**src/sv/ecct_pkg.sv**
```systemverilog
// ---------------------------------------------------------------------------
// ecct_pkg: shared types and constants of the event camera cluster tracker
// Register indexes, status codes, packet formats and sequencer states.
// ---------------------------------------------------------------------------
`default_nettype none
package ecct_pkg;

    localparam logic [2:0] REG_FORMAT    = 3'd0;
    localparam logic [2:0] REG_RADIUS    = 3'd1;
    localparam logic [2:0] REG_KEEP      = 3'd2;
    localparam logic [2:0] REG_NEW       = 3'd3;
    localparam logic [2:0] REG_GAIN      = 3'd4;
    localparam logic [2:0] REG_OFFSET    = 3'd5;
    localparam logic [2:0] REG_THRESHOLD = 3'd6;

    localparam logic [1:0] ST_VALID    = 2'd0;
    localparam logic [1:0] ST_SYNC     = 2'd1;
    localparam logic [1:0] ST_BACKWARD = 2'd2;

    localparam logic [2:0] FMT_TWO  = 3'd0;
    localparam logic [2:0] FMT_VAR  = 3'd1;
    localparam logic [2:0] FMT_TS16 = 3'd2;
    localparam logic [2:0] FMT_TS24 = 3'd3;

    localparam logic [14:0] TRACK_RESET = 15'd16384;
    localparam logic [14:0] TRACK_MAX   = 15'd32767;

    typedef enum logic [3:0] {
        S_IDLE,
        S_FRAME,
        S_DX,
        S_DY,
        S_CMP,
        S_BX0,
        S_BX1,
        S_BY0,
        S_BY1,
        S_POS,
        S_ERR,
        S_DONE
    } seq_state_t;

    // multiplier operand select
    typedef enum logic [2:0] {
        M_DX,
        M_DY,
        M_KX,
        M_NX,
        M_KY,
        M_NY,
        M_POS
    } mul_sel_t;

    typedef struct packed {
        logic [2:0]  packet_format;
        logic [15:0] radius_squared;
        logic [15:0] keep_weight;
        logic [15:0] new_weight;
        logic signed [23:0] mm_per_pixel;
        logic signed [23:0] mm_offset;
        logic [22:0] event_threshold;
    } cfg_t;

endpackage
`default_nettype wire

```
**src/sv/ecct_mul.sv**
```systemverilog
// ---------------------------------------------------------------------------
// ecct_mul: shared registered multiplier
// One signed 25 x 25 product a cycle, result registered.
// ---------------------------------------------------------------------------
`default_nettype none
module ecct_mul
    import ecct_pkg::*;
(
    input  wire logic               clk,
    input  wire logic signed [24:0] a,
    input  wire logic signed [24:0] b,
    output logic signed [49:0]      p
);
    logic signed [49:0] p_reg;

    always_ff @(posedge clk)
    begin
        p_reg <= a * b;
    end

    assign p = p_reg;
endmodule
`default_nettype wire

```
**src/sv/event_camera_cluster_tracker.sv**
```systemverilog
// Sequencing: a byte that completes no packet is framed and the input freed; a
//   byte that completes a packet is framed and, if valid, passed through the
//   distance, compare, blend, position and error steps before its result is loaded.
// Input: no new byte is taken until the last one is through, and a waiting result
//   that is stalled holds it; the pace is set by the single shared multiplier
//   stepped through distance, blend and conversion products by the sequencer.
// Reset: asynchronous active low; registers take their reset values, the
//   byte window empties, the track returns to pixel 64.0.
// ---------------------------------------------------------------------------
// event_camera_cluster_tracker: packet framer and cluster tracker
// Frames camera bytes into packets, checks sync and stamp order, updates an
// exponential cluster and reports its position in millimetres.
// ---------------------------------------------------------------------------
`default_nettype none
module event_camera_cluster_tracker
    import ecct_pkg::*;
#(
    parameter int MAX_PACKET_BYTES = 6
)
(
    input  wire logic        clk,
    input  wire logic        rst_n,
    // input beats
    input  wire logic        in_valid,
    output logic             in_stall,
    input  wire logic [7:0]  stream_byte,
    input  wire logic signed [23:0] setpoint_mm,
    // result beats
    output logic             out_valid,
    input  wire logic        out_stall,
    output logic [1:0]       status,
    output logic [6:0]       pixel_x,
    output logic [6:0]       pixel_y,
    output logic             polarity,
    output logic [31:0]      stamp,
    output logic             in_cluster,
    output logic [14:0]      cluster_x,
    output logic [14:0]      cluster_y,
    output logic signed [23:0] position_mm,
    output logic             send_event,
    // configuration writes
    input  wire logic        cfg_valid,
    output logic             cfg_ready,
    input  wire logic [2:0]  cfg_index,
    input  wire logic [23:0] cfg_data
);
    localparam int DEPTH = 6;
    localparam int CAP = (MAX_PACKET_BYTES < DEPTH) ? MAX_PACKET_BYTES : DEPTH;
    localparam logic [2:0] CAP3 = 3'(CAP);

    cfg_t cfg_reg;

    logic [7:0]  win_reg [DEPTH];
    logic [2:0]  fill_reg, fill_next;
    logic [31:0] last_reg;
    logic [14:0] tx_reg, ty_reg;
    logic signed [23:0] setp_reg;

    seq_state_t state_reg, state_next;

    // packet registers captured at framing
    logic [1:0]  stat_reg;
    logic [6:0]  px_reg, py_reg;
    logic        pol_reg;
    logic [31:0] stamp_reg;
    logic        incl_reg;
    logic signed [49:0] acc_reg;
    logic signed [25:0] pos_reg;
    logic        ev_reg;
    logic        out_valid_reg;

    // ------------------------------------------------------------------
    // Window byte reads, zero beyond the fill
    // ------------------------------------------------------------------
    function automatic logic [7:0] wb(input logic [7:0] w [DEPTH], input logic [2:0] f,
                                      input int i);
        if (i < DEPTH && 3'(i) < f)
            return w[i];
        return 8'd0;
    endfunction

    // ------------------------------------------------------------------
    // Framing: combinational view of the window after the byte landed
    // ------------------------------------------------------------------
    logic [2:0]  plen;
    logic [6:0]  fx, fy;
    logic        fpol, fsync, fback;
    logic [31:0] fstamp;
    logic [2:0]  fmt;

    always_comb
    begin
        logic [2:0] need;
        logic       mark;
        logic [7:0] b;
        logic [7:0] b0;
        logic [7:0] b1;
        need = 3'd6;
        b = 8'd0;
        fmt = (cfg_reg.packet_format > 3'd4) ? 3'd4 : cfg_reg.packet_format;
        plen = 3'd0;
        if (fmt == FMT_VAR)
        begin
            for (int i = 3; i <= 6; i++)
            begin
                b = wb(win_reg, fill_reg, i - 1);
                if (plen == 3'd0 && 3'(i) <= fill_reg && i <= CAP && b[7])
                    plen = 3'(i);
            end
            if (plen == 3'd0 && fill_reg >= CAP3)
                plen = CAP3;
        end
        else
        begin
            case (fmt)
                FMT_TWO:  need = 3'd2;
                FMT_TS16: need = 3'd4;
                FMT_TS24: need = 3'd5;
                default:  need = 3'd6;
            endcase
            if (need > CAP3)
                need = CAP3;
            plen = (fill_reg >= need) ? need : 3'd0;
        end

        b0 = wb(win_reg, fill_reg, 0);
        b1 = wb(win_reg, fill_reg, 1);
        fpol  = b1[7];
        fsync = b0[7];
        if (fmt == FMT_TWO)
        begin
            fx = b0[6:0];
            fy = b1[6:0];
        end
        else
        begin
            fy = b0[6:0];
            fx = b1[6:0];
        end
        fstamp = 32'd0;
        mark = 1'b0;
        case (fmt)
            FMT_TWO: fstamp = 32'd0;
            FMT_VAR:
            begin
                b = wb(win_reg, fill_reg, 2);
                fstamp = {25'd0, b[6:0]};
                mark = b[7];
                for (int i = 3; i < 6; i++)
                begin
                    if (3'(i) < plen)
                    begin
                        b = wb(win_reg, fill_reg, i);
                        fstamp = {fstamp[23:0], 8'd0} + {25'd0, b[6:0]};
                        mark = b[7];
                    end
                end
                fsync = fsync & mark;
            end
            FMT_TS16: fstamp = {16'd0, wb(win_reg, fill_reg, 2), wb(win_reg, fill_reg, 3)};
            FMT_TS24: fstamp = {8'd0, wb(win_reg, fill_reg, 2), wb(win_reg, fill_reg, 3),
                                wb(win_reg, fill_reg, 4)};
            default:
            begin
                fstamp = {wb(win_reg, fill_reg, 2), wb(win_reg, fill_reg, 3),
                          wb(win_reg, fill_reg, 4), wb(win_reg, fill_reg, 5)};
                fsync = ~fsync;
            end
        endcase
        fback = (fmt != FMT_TWO) && (fstamp < last_reg);
    end

    // ------------------------------------------------------------------
    // Shared multiplier and operand selection
    // ------------------------------------------------------------------
    mul_sel_t msel;
    logic signed [24:0] ma, mb;
    logic signed [49:0] mp;
    logic signed [24:0] dxs, dys;
    logic [6:0]         dpx;

    // the column register loads at the end of framing; take the framed column then
    assign dpx = (state_reg == S_FRAME) ? fx : px_reg;
    assign dxs = 25'(signed'({1'b0, tx_reg})) - 25'(signed'({1'b0, dpx, 8'd0}));
    assign dys = 25'(signed'({1'b0, ty_reg})) - 25'(signed'({1'b0, py_reg, 8'd0}));

    always_comb
    begin
        case (msel)
            M_DX:    begin ma = dxs; mb = dxs; end
            M_DY:    begin ma = dys; mb = dys; end
            M_KX:    begin ma = 25'(tx_reg); mb = 25'(cfg_reg.keep_weight); end
            M_NX:    begin ma = 25'({px_reg, 8'd0}); mb = 25'(cfg_reg.new_weight); end
            M_KY:    begin ma = 25'(ty_reg); mb = 25'(cfg_reg.keep_weight); end
            M_NY:    begin ma = 25'({py_reg, 8'd0}); mb = 25'(cfg_reg.new_weight); end
            default: begin ma = 25'(tx_reg); mb = 25'(cfg_reg.mm_per_pixel); end
        endcase
    end

    ecct_mul u_mul (.clk(clk), .a(ma), .b(mb), .p(mp));

    // ------------------------------------------------------------------
    // Sequencer: next state
    // ------------------------------------------------------------------
    always_comb
    begin
        state_next = state_reg;
        case (state_reg)
            S_IDLE:  if (in_valid) state_next = S_FRAME;
            S_FRAME:
                if (plen == 3'd0)      state_next = S_IDLE;
                else if (fsync || fback) state_next = S_DONE;
                else                   state_next = S_DX;
            S_DX:    state_next = S_DY;
            S_DY:    state_next = S_CMP;
            S_CMP:   state_next = S_BX0;
            S_BX0:   state_next = S_BX1;
            S_BX1:   state_next = S_BY0;
            S_BY0:   state_next = S_BY1;
            S_BY1:   state_next = S_POS;
            S_POS:   state_next = S_ERR;
            S_ERR:   state_next = S_DONE;
            S_DONE:  if (!out_valid_reg || !out_stall) state_next = S_IDLE;
            default: state_next = S_IDLE;
        endcase
    end

    // Sequencer: outputs (multiplier selects for the product in flight)
    always_comb
    begin
        case (state_reg)
            S_FRAME: msel = M_DX;
            S_DX:    msel = M_DY;
            S_CMP:   msel = M_KX;
            S_BX0:   msel = M_NX;
            S_BX1:   msel = M_KY;
            S_BY0:   msel = M_NY;
            S_BY1:   msel = M_POS;
            default: msel = M_POS;
        endcase
    end

    assign in_stall  = (state_reg != S_IDLE);
    assign cfg_ready = (state_reg == S_IDLE);

    // window update after the packet resolves
    logic [2:0] drop;
    always_comb
    begin
        drop = (fsync) ? 3'd1 : plen;
    end

    // blend saturation of the accumulator
    logic [33:0] bsum;
    logic [14:0] bsat;
    always_comb
    begin
        bsum = 34'(acc_reg[33:0]) + 34'(mp[33:0]) + 34'd32768;
        bsat = (bsum[33:16] > 18'(TRACK_MAX)) ? TRACK_MAX : bsum[30:16];
    end

    // position: floor((p + 2^15) / 2^16) + offset
    logic signed [49:0] prnd;
    logic signed [25:0] pos_next;
    always_comb
    begin
        prnd = mp + 50'sd32768;
        pos_next = 26'(prnd >>> 16) + 26'(cfg_reg.mm_offset);
    end

    logic signed [26:0] perr;
    assign perr = 27'(setp_reg) - 27'(pos_reg);

    // ------------------------------------------------------------------
    // Control registers
    // ------------------------------------------------------------------
    always_ff @(posedge clk or negedge rst_n)
    begin
        if (!rst_n)
        begin
            state_reg     <= S_IDLE;
            fill_reg      <= 3'd0;
            last_reg      <= 32'd0;
            tx_reg        <= TRACK_RESET;
            ty_reg        <= TRACK_RESET;
            out_valid_reg <= 1'b0;
            cfg_reg.packet_format   <= 3'd4;
            cfg_reg.radius_squared  <= 16'd100;
            cfg_reg.keep_weight     <= 16'd58982;
            cfg_reg.new_weight      <= 16'd6553;
            cfg_reg.mm_per_pixel    <= 24'sd65536;
            cfg_reg.mm_offset       <= 24'sd0;
            cfg_reg.event_threshold <= 23'd256;
        end
        else
        begin
            state_reg <= state_next;
            // load a new result beat, or drop the one just taken
            if (state_reg == S_DONE && (!out_valid_reg || !out_stall))
                out_valid_reg <= 1'b1;
            else if (out_valid_reg && !out_stall)
                out_valid_reg <= 1'b0;
            if (cfg_valid && cfg_ready)
            begin
                case (cfg_index)
                    REG_FORMAT:    cfg_reg.packet_format   <= cfg_data[2:0];
                    REG_RADIUS:    cfg_reg.radius_squared  <= cfg_data[15:0];
                    REG_KEEP:      cfg_reg.keep_weight     <= cfg_data[15:0];
                    REG_NEW:       cfg_reg.new_weight      <= cfg_data[15:0];
                    REG_GAIN:      cfg_reg.mm_per_pixel    <= cfg_data;
                    REG_OFFSET:    cfg_reg.mm_offset       <= cfg_data;
                    REG_THRESHOLD: cfg_reg.event_threshold <= cfg_data[22:0];
                    default: ;
                endcase
            end
            // land the byte; a full window overwrites its last slot
            if (state_reg == S_IDLE && in_valid && fill_reg < CAP3)
                fill_reg <= fill_reg + 3'd1;
            if (state_reg == S_FRAME && plen != 3'd0)
            begin
                fill_reg <= fill_next;
                if (fback)
                    last_reg <= 32'd0;
                else if (!fsync && fmt != FMT_TWO)
                    last_reg <= fstamp;
            end
            if (state_reg == S_BX1 && incl_reg) tx_reg <= bsat;
            if (state_reg == S_BY1 && incl_reg) ty_reg <= bsat;
        end
    end

    assign fill_next = (drop > fill_reg) ? 3'd0 : fill_reg - drop;

    // ------------------------------------------------------------------
    // Payload registers
    // ------------------------------------------------------------------
    always_ff @(posedge clk)
    begin
        if (state_reg == S_IDLE && in_valid)
        begin
            setp_reg <= setpoint_mm;
            if (fill_reg < CAP3)
                win_reg[fill_reg] <= stream_byte;
            else
                win_reg[DEPTH - 1] <= stream_byte;
        end
        case (state_reg)
            S_FRAME:
            begin
                px_reg    <= fx;
                py_reg    <= fy;
                pol_reg   <= fpol;
                stamp_reg <= fstamp;
                stat_reg  <= fsync ? ST_SYNC : (fback ? ST_BACKWARD : ST_VALID);
                incl_reg  <= 1'b0;
                pos_reg   <= 26'sd0;
                ev_reg    <= 1'b0;
                if (plen != 3'd0)
                begin
                    // shift the window down by the dropped bytes
                    for (int i = 0; i < DEPTH; i++)
                    begin
                        if (i + int'(drop) < DEPTH)
                            win_reg[i] <= win_reg[i + int'(drop)];
                    end
                end
            end
            S_DX:  acc_reg <= mp;
            S_DY:  acc_reg <= acc_reg + mp;
            S_CMP:
                incl_reg <= (acc_reg < 50'(signed'({1'b0, cfg_reg.radius_squared, 16'd0})));
            S_BX0: acc_reg <= mp;
            S_BY0: acc_reg <= mp;
            S_POS: if (incl_reg) pos_reg <= pos_next;
            S_ERR:
                if (incl_reg)
                    ev_reg <= ((perr < 0) ? -perr : perr) >= 27'(cfg_reg.event_threshold);
            default: ;
        endcase
        if (state_reg == S_DONE && (!out_valid_reg || !out_stall))
        begin
            status      <= stat_reg;
            pixel_x     <= px_reg;
            pixel_y     <= py_reg;
            polarity    <= pol_reg;
            stamp       <= stamp_reg;
            in_cluster  <= incl_reg;
            cluster_x   <= tx_reg;
            cluster_y   <= ty_reg;
            position_mm <= (pos_reg > 26'sd8388607) ? 24'sh7FFFFF :
                           ((pos_reg < -26'sd8388608) ? 24'sh800000 : pos_reg[23:0]);
            send_event  <= ev_reg;
        end
    end

    assign out_valid = out_valid_reg;
endmodule
`default_nettype wire

```
**config.mk**
```make
export PLATFORM = sky130hd
export DESIGN_NAME = event_camera_cluster_tracker
export DESIGN_NICKNAME = d
export VERILOG_FILES = /design/src/sv/ecct_pkg.sv /design/src/sv/ecct_mul.sv /design/src/sv/event_camera_cluster_tracker.sv
export SDC_FILE = /design/constraint.sdc
export NUM_CORES = 2
export LEC_CHECK = 0
export BUFFER_PORTS_ARGS = -buffer_cell sky130_fd_sc_hd__buf_2
export CORE_MARGIN = 5
export CORE_UTILIZATION = 44
export DETAILED_ROUTE_END_ITERATION = 8
export SKIP_CTS_REPAIR_TIMING = 1
export SLEW_MARGIN = 10
export SYNTH_ARGS = -nofsm -noshare
export SYNTH_HDL_FRONTEND = slang
export SYNTH_SLANG_ARGS = --single-unit
```
**constraint.sdc**
```tcl
create_clock -name clk -period 12.4 [get_ports clk]
set_clock_uncertainty 0.1 [all_clocks]
set_input_delay 1.86 -clock clk [delete_from_list [all_inputs] [get_ports clk]]
set_output_delay 1.86 -clock clk [all_outputs]
set_load 0.01 [all_outputs]
```
* Yosys cells after proc, flatten, opt, wreduce, memory -nomap -nowiden
Cells that the tools add are included.
** Word-level totals
- Logic and storage cells :: 344
- Output and inout port bits :: 108
- Input bits :: 64
- Bits in registers :: 546
** Cells by class
- Equal/unequal tests :: 29
- Add/sub/neg operators :: 19
- Multiplexer cells :: 147
- Magnitude comparators :: 40
- Reductions and logical operators :: 59
- Bitwise gates (word level) :: 9
- Multiply operators :: 1
** Operators with widths (count)
- two-way mux 8 bit :: 53
- greater-or-equal comparator 32 x 4 -> 1 bit (second input constant) :: 6
- two-way mux 32 bit :: 6
- less-than comparator 32 x 4 -> 1 bit (second input constant) :: 5
- NOT 4 -> 32 bit :: 5
- binary-select mux 8 bit (select 3 bit) :: 6
- two-way mux 48 bit :: 3
- case mux 32 bit (4 select lines) :: 1
- case mux 25 bit (5 select lines) :: 1
- case mux 25 bit (4 select lines) :: 1
- case mux 50 bit (2 select lines) :: 1
- adder 32 x 7 -> 32 bit :: 2
- two-way mux 3 bit :: 18
- case mux 26 bit (2 select lines) :: 1
- adder 50 bit :: 1
- less-than comparator 50 x 33 -> 1 bit :: 1
- multiplier 25 x 25 -> 50 bit :: 1
- bitwise mux 48 bit :: 1
- case mux 4 bit (12 select lines) :: 1
- adder 42 x 17 -> 42 bit (second input constant) :: 1
- two-way mux 40 bit :: 1
- adder 34 x 16 -> 34 bit (second input constant) :: 1
- adder 34 bit :: 1
- less-than comparator 32 bit :: 1
- 64 further kinds :: 185

* Depth between registers and ports, before layout
- Depth after elaboration :: 49
- Gate-level depth with buffers :: 44
- Gate-level depth less buffers :: 39

* Modules after synthesis
Synthesis repeated with hierarchy kept, for this count alone.
** Unflattened totals
- Cells, all modules :: 5733
- Area, all modules :: 56038.7 um2
** By module, submodules not included
- event_camera_cluster_tracker :: area each 31978.2 um2, cells each 3154, times used 1
- ecct_mul :: area each 24060.6 um2, cells each 2579, times used 1

* Worst setup path before layout
Ideal clock, no wire load.
- Path type :: register to register
- Start point :: register state_reg[3]
- End point :: register u_mul.p_reg[45], in the netlist u_mul.p[45]
- Arrival time :: 11.627 ns
- Required time :: 12.236 ns
- Period minus slack after synthesis :: 11.791 ns
- Stages on the path, launching flop included :: 40
- Library setup time :: 0.064 ns
- Path slack :: 0.609 ns
- Path through :: dfrtp_1 -> buf_6 -> or4b_4 -> clkinv_2 -> clkbuf_1 -> buf_1 -> nor2_1 -> nor2_1 -> ha_1 -> o21bai_1 -> maj3_2 -> maj3_2 -> a21o_1 -> a41o_1 -> buf_6 -> inv_2 -> buf_6 -> nand2_1 -> [... 4 more ...] -> fa_1 -> inv_1 -> fa_1 -> fa_1 -> fa_1 -> inv_1 -> fa_1 -> inv_1 -> ha_1 -> a21o_1 -> a21o_1 -> a21oi_1 -> o31ai_1 -> a31oi_1 -> o21ai_0 -> o41a_1 -> or4_1 -> nand4_1
** RTL lines
- from (decl) :: RTL line event_camera_cluster_tracker.sv:59 : seq_state_t state_reg, state_next;
- from (signal assigned) :: RTL line event_camera_cluster_tracker.sv:297 : state_reg <= state_next;
- equality test 4 x 1 -> 1 bit * :: RTL line event_camera_cluster_tracker.sv:183 : assign dpx = (state_reg == S_FRAME) ? fx : px_reg;
- two-way mux 7 bit *
- named net dpx[0] :: RTL line event_camera_cluster_tracker.sv:180 : logic [6:0] dpx;
- subtractor 15 x 15 -> 16 bit * :: RTL line event_camera_cluster_tracker.sv:184 : assign dxs = 25'(signed'({1'b0, tx_reg})) - 25'(signed'({1'b0, dpx, 8'd0}));
- case mux 25 bit (5 select lines) or case mux 25 bit (4 select lines) (tied branches) :: RTL line event_camera_cluster_tracker.sv:189 : case (msel)
- multiplier 25 x 25 -> 50 bit * :: RTL line ecct_mul.sv:18 : p_reg <= a * b;
- to (signal assigned) :: RTL line ecct_mul.sv:18
- to (decl) :: RTL line ecct_mul.sv:14 : logic signed [49:0] p_reg;
The timed path passes the listed nets; every way through them passes the cells marked *.
A chain may end at the register's enable or synchronous reset.

* Worst setup path after layout
- Start point :: register state_reg[2]
- End point :: register u_mul.p_reg[45], in the netlist u_mul.p[45]
** Between the ends
- Longest elaborated chain between the ends :: 6
** RTL lines (RTL line)
- branches (longest 5 deep; another with subtractor 15 x 15 -> 16 bit)
- multiplier 25 x 25 -> 50 bit * :: ecct_mul.sv:18
Every way passes the cells marked *.

==> reports/summary.md <==
Of all nets on the critical path, the largest fanout is 22. In this run the most critical hold path is launched from stamp_reg[26]. Post-route DRC violation count: 0.

For the flop-to-flop setup slack, the log shows 0.97 ns. For the number of failing setup endpoints in the final timing report, the log shows 0. The top-area cell type share of the netlist area is 20.5%. The tools report the end of the worst register-to-register path as u_mul.p[45]. The part of the Yosys area used for sequential elements is 28.9%, and the die outline area is 0.120 sq mm. In this run, the number of DRC markers left after iteration 0 of detailed routing was 2,785. The top cell type by total area after synthesis is sky130_fd_sc_hd__fa_1. Relative to the synthesized area, the layout overhead comes to 10.2%. The routed length per instance came out at 22.1 um.

For this design, the sink count on the clock tree is 546. The HPWL after detailed placement is 118,000 um. The run finished with clean final reports.

The timing-limited maximum frequency was 87.5 MHz. The later pin in the worst-skew pair is clocked with a latency of 0.63 ns. Once placement completed, the tool counted placed cells totaling 6,691. After clock tree synthesis, the clock-pin slew on the worst setup and hold paths is 0.06 ns.

STA puts the critical path data required time at 12.86 ns. Critical path's most frequent cell: sky130_fd_sc_hd__fa_1. Post-synthesis instance total: 5,119. The number of library cell types mapped by synthesis is 94. Of the cells placed in the final design, the portion with a size suffix greater than 1 is 11.8%. The number of global-route vias before repair is 38,644, and the CTS buffer count is 68. The worst setup path is of the reg -> reg kind.

The kind of cell adding the most delay to the critical path was adder cells. Counting I/O delays and the setup requirement, the final critical path takes 11.43 ns. Averaged over all synthesized cells, the footprint is 9.75 sq um.

The total grt overflow was 0. Setup repair after global routing left no endpoint under its margin. The slowest stage of the critical path is the sky130_fd_sc_hd__or4b_4 cell. The register with the most flip-flops in the layout has 122 of them. The number of antenna violations at the first check in global routing is 5, and the max-slew violation count is 0. The number of standard cells in the final layout excluding fillers is 6,818, and the global placement routability congestion is 0.939.

The floorplan has 123 rows. When the netlist entered floorplanning its net count stood at 6,057. Yosys printed 0 warnings. The depth of the worst register-to-register path is 33, and the post-synthesis async set-or-reset flop share is 35.2%. Entering global routing, the biggest net connects 70 pins. Together, buffers and inverters on the worst path number 7. Across all layers, the routed design uses 38,166 vias.

The first TritonRoute pass finished after 8 iterations. The run gives 0.0499 sq mm as the post-synthesis cell area. In this run the tool buffered the top-level ports with 171 buffer cells. The type of element launching the critical path was a flip-flop.

For the worst relative slew slack, the log shows 20.6%. For the number of buffers between clock root and the deepest sink, the log shows 3. After synthesis, the cell types taking the most area are sky130_fd_sc_hd__fa_1 (21%), sky130_fd_sc_hd__edfxtp_1 (15%), sky130_fd_sc_hd__ha_1 (9.1%). The run gives 3 as the H-tree depth. In this run, synthesis produced a sequential element count of 546.

The actual transition at the worst max-transition pin came out at 1.19 ns. Most common flop cell mapped by yosys: sky130_fd_sc_hd__edfxtp_1. In this run the worst hold path is classified as reg -> reg. The run gives 44.4% as the starting density of the core. Global-route wire length before repair: 234,000 um. The peak per-stage delay on the critical path was 0.71 ns; the reported max-cap violation count was 0. The number of cells on the worst hold path is 0.

From bottom edge to top edge, the die measures 347 um. Wires add up to 151,000 um. The tools report the buffer type at the clock tree root as sky130_fd_sc_hd__clkbuf_16. The end point of the worst hold path was stamp[26]. Summed over all failing endpoints, the final setup total negative slack is 0 ns.

Once detail routing completed, the nets flagged for antenna violations numbered 0. TritonCTS built the clock tree. Of the available clock period, the critical path in the final layout requires 92.2%.

STA classifies the critical path endpoint as a flip-flop. The worst register-to-register path begins at state_reg[2]. At the worst endpoint, the arrival time is 11.89 ns.

The number of top-level design ports is 172. The synthesized design contains 249 enable-type register cells. The via density per instance is 5.60, and the total routing usage reported by global routing is 24.9%. The run gives 6,199 as the count of nets after finishing. The run gives 0 as the total count of hold-check failures in the final report. In this run the horizontal extent of the chip is 347 um.

The core region is 0.112 sq mm.
==> routing by layer <==
layer / global-route usage [%] / share of wire (%) / vias to the layer above
li1: - / - / 17578
met1: 35.2 / 44 / 18999
met2: 38.6 / 44 / 1331
met3: 4.74 / 7.9 / 256
met4: 8.57 / 3.9 / 2
met5: 0 / 0.0086 / -
==> cell families (layout without fill, tap and decap cells) <==
kind of cell,count (synthesis),after routing,share of synthesized area [%]
xor gates and xnor gates,193,193,3.39
muxes,298,298,6.37
AOI/OAI and AO/OA,971,971,12.9
DFF,546,546,28.9
buffers and inverters,958,1155,7.35
other,0,2,0
and+or+nand+nor,1277,1277,11.5
adders and majority gates,876,876,29.7
==> through the flow <==
stage	hold WS, ns	utilization [%]	worst slack [ns]	instance area [sq um]
3_3_place_gp	0.302	46.8	1.22	52700
2_1_floorplan	0.300	-	0.609	49900
5_1_grt	0.326	48.9	0.437	55000
3_5_place_dp	0.305	46.8	1.05	52700
4_1_cts	0.316	48.9	1.05	55000
6_report	0.317	48.9	0.968	55000
==> synth_stat cells (8+ instances only) <==
| master | count |
|---|---|
| sky130_fd_sc_hd__inv_1 | 762 |
| sky130_fd_sc_hd__fa_1 | 512 |
| sky130_fd_sc_hd__nor2_1 | 474 |
| sky130_fd_sc_hd__nand2_1 | 398 |
| sky130_fd_sc_hd__ha_1 | 362 |
| sky130_fd_sc_hd__edfxtp_1 | 249 |
| sky130_fd_sc_hd__a21oi_1 | 216 |
| sky130_fd_sc_hd__o21ai_0 | 201 |
| sky130_fd_sc_hd__dfrtp_1 | 168 |
| sky130_fd_sc_hd__mux2i_1 | 152 |
| sky130_fd_sc_hd__clkbuf_1 | 151 |
| sky130_fd_sc_hd__mux2_2 | 145 |
| sky130_fd_sc_hd__a21o_1 | 112 |
| sky130_fd_sc_hd__xnor2_1 | 110 |
| sky130_fd_sc_hd__dfxtp_1 | 105 |
| sky130_fd_sc_hd__xor2_1 | 83 |
| sky130_fd_sc_hd__a31oi_1 | 79 |
| sky130_fd_sc_hd__nor3_1 | 69 |
| sky130_fd_sc_hd__nand3_1 | 64 |
| sky130_fd_sc_hd__nor2b_1 | 44 |
| sky130_fd_sc_hd__and3_1 | 43 |
| sky130_fd_sc_hd__a22o_1 | 42 |
| sky130_fd_sc_hd__nand2b_1 | 41 |
| sky130_fd_sc_hd__nand4_1 | 33 |
| sky130_fd_sc_hd__o22ai_1 | 33 |
| sky130_fd_sc_hd__a211oi_1 | 32 |
| sky130_fd_sc_hd__o21a_1 | 29 |
| sky130_fd_sc_hd__dfstp_2 | 24 |
| sky130_fd_sc_hd__o211ai_1 | 22 |
| sky130_fd_sc_hd__or2_2 | 22 |
| sky130_fd_sc_hd__and2_1 | 19 |
| sky130_fd_sc_hd__o21bai_1 | 19 |
| sky130_fd_sc_hd__a221oi_1 | 18 |
| sky130_fd_sc_hd__buf_2 | 18 |
| sky130_fd_sc_hd__nor4_1 | 18 |
| sky130_fd_sc_hd__a221o_1 | 17 |
| sky130_fd_sc_hd__a22oi_1 | 15 |
| sky130_fd_sc_hd__or3_1 | 13 |
| sky130_fd_sc_hd__buf_1 | 12 |
| sky130_fd_sc_hd__o31ai_1 | 12 |
| sky130_fd_sc_hd__a31o_2 | 11 |
| sky130_fd_sc_hd__o221ai_1 | 10 |
| sky130_fd_sc_hd__a21boi_0 | 8 |
==> layout by cell type (no fill, tap or decap), drive strengths merged, types with 41 or more instances in the layout <==
cell	netlist	layout
nor2b	44	44
mux2	145	145
dfrtp	168	168
xnor2	110	110
nor3	70	70
ha	362	362
inv	766	777
a22o	42	42
a21oi	222	222
a21o	112	112
edfxtp	249	249
clkbuf	151	87
nand2b	41	41
nor2	475	475
buf	37	259
fa	512	512
dfxtp	105	105
xor2	83	83
and3	43	43
o21ai	206	206
nand2	399	399
a31oi	79	79
nand3	64	64
mux2i	153	153
==> how the worst max path moves through the flow <==
stage                       from           to  slack [ns]  depth (start not counted)
finish              state_reg[2]  u_mul.p[45]        0.97                         33
floorplan           state_reg[3]  u_mul.p[45]        0.61                         39
global placement    state_reg[3]  u_mul.p[45]        1.22                         32
global route        state_reg[2]  u_mul.p[47]        0.44                         33
detailed placement  state_reg[2]  u_mul.p[42]        1.05                         35
CTS                 state_reg[2]  u_mul.p[46]        1.05                         35
==> cell type report <==
class                           count  area (sq um)
Antenna cell                        2          5.00
Sequential cell                   546         14400
Clock inverter                     39           452
Multi-Input combinational cell   3615         32000
Timing Repair Buffer              260          1530
Fill cell                       10495         57500
Clock buffer                       86          1850
Inverter                          770          2890
Tap cell                         1500          1880
Power is left out: the tool's default activity adds up to more than one toggle a clock period on the data nets, which glitch-free logic cannot reach.
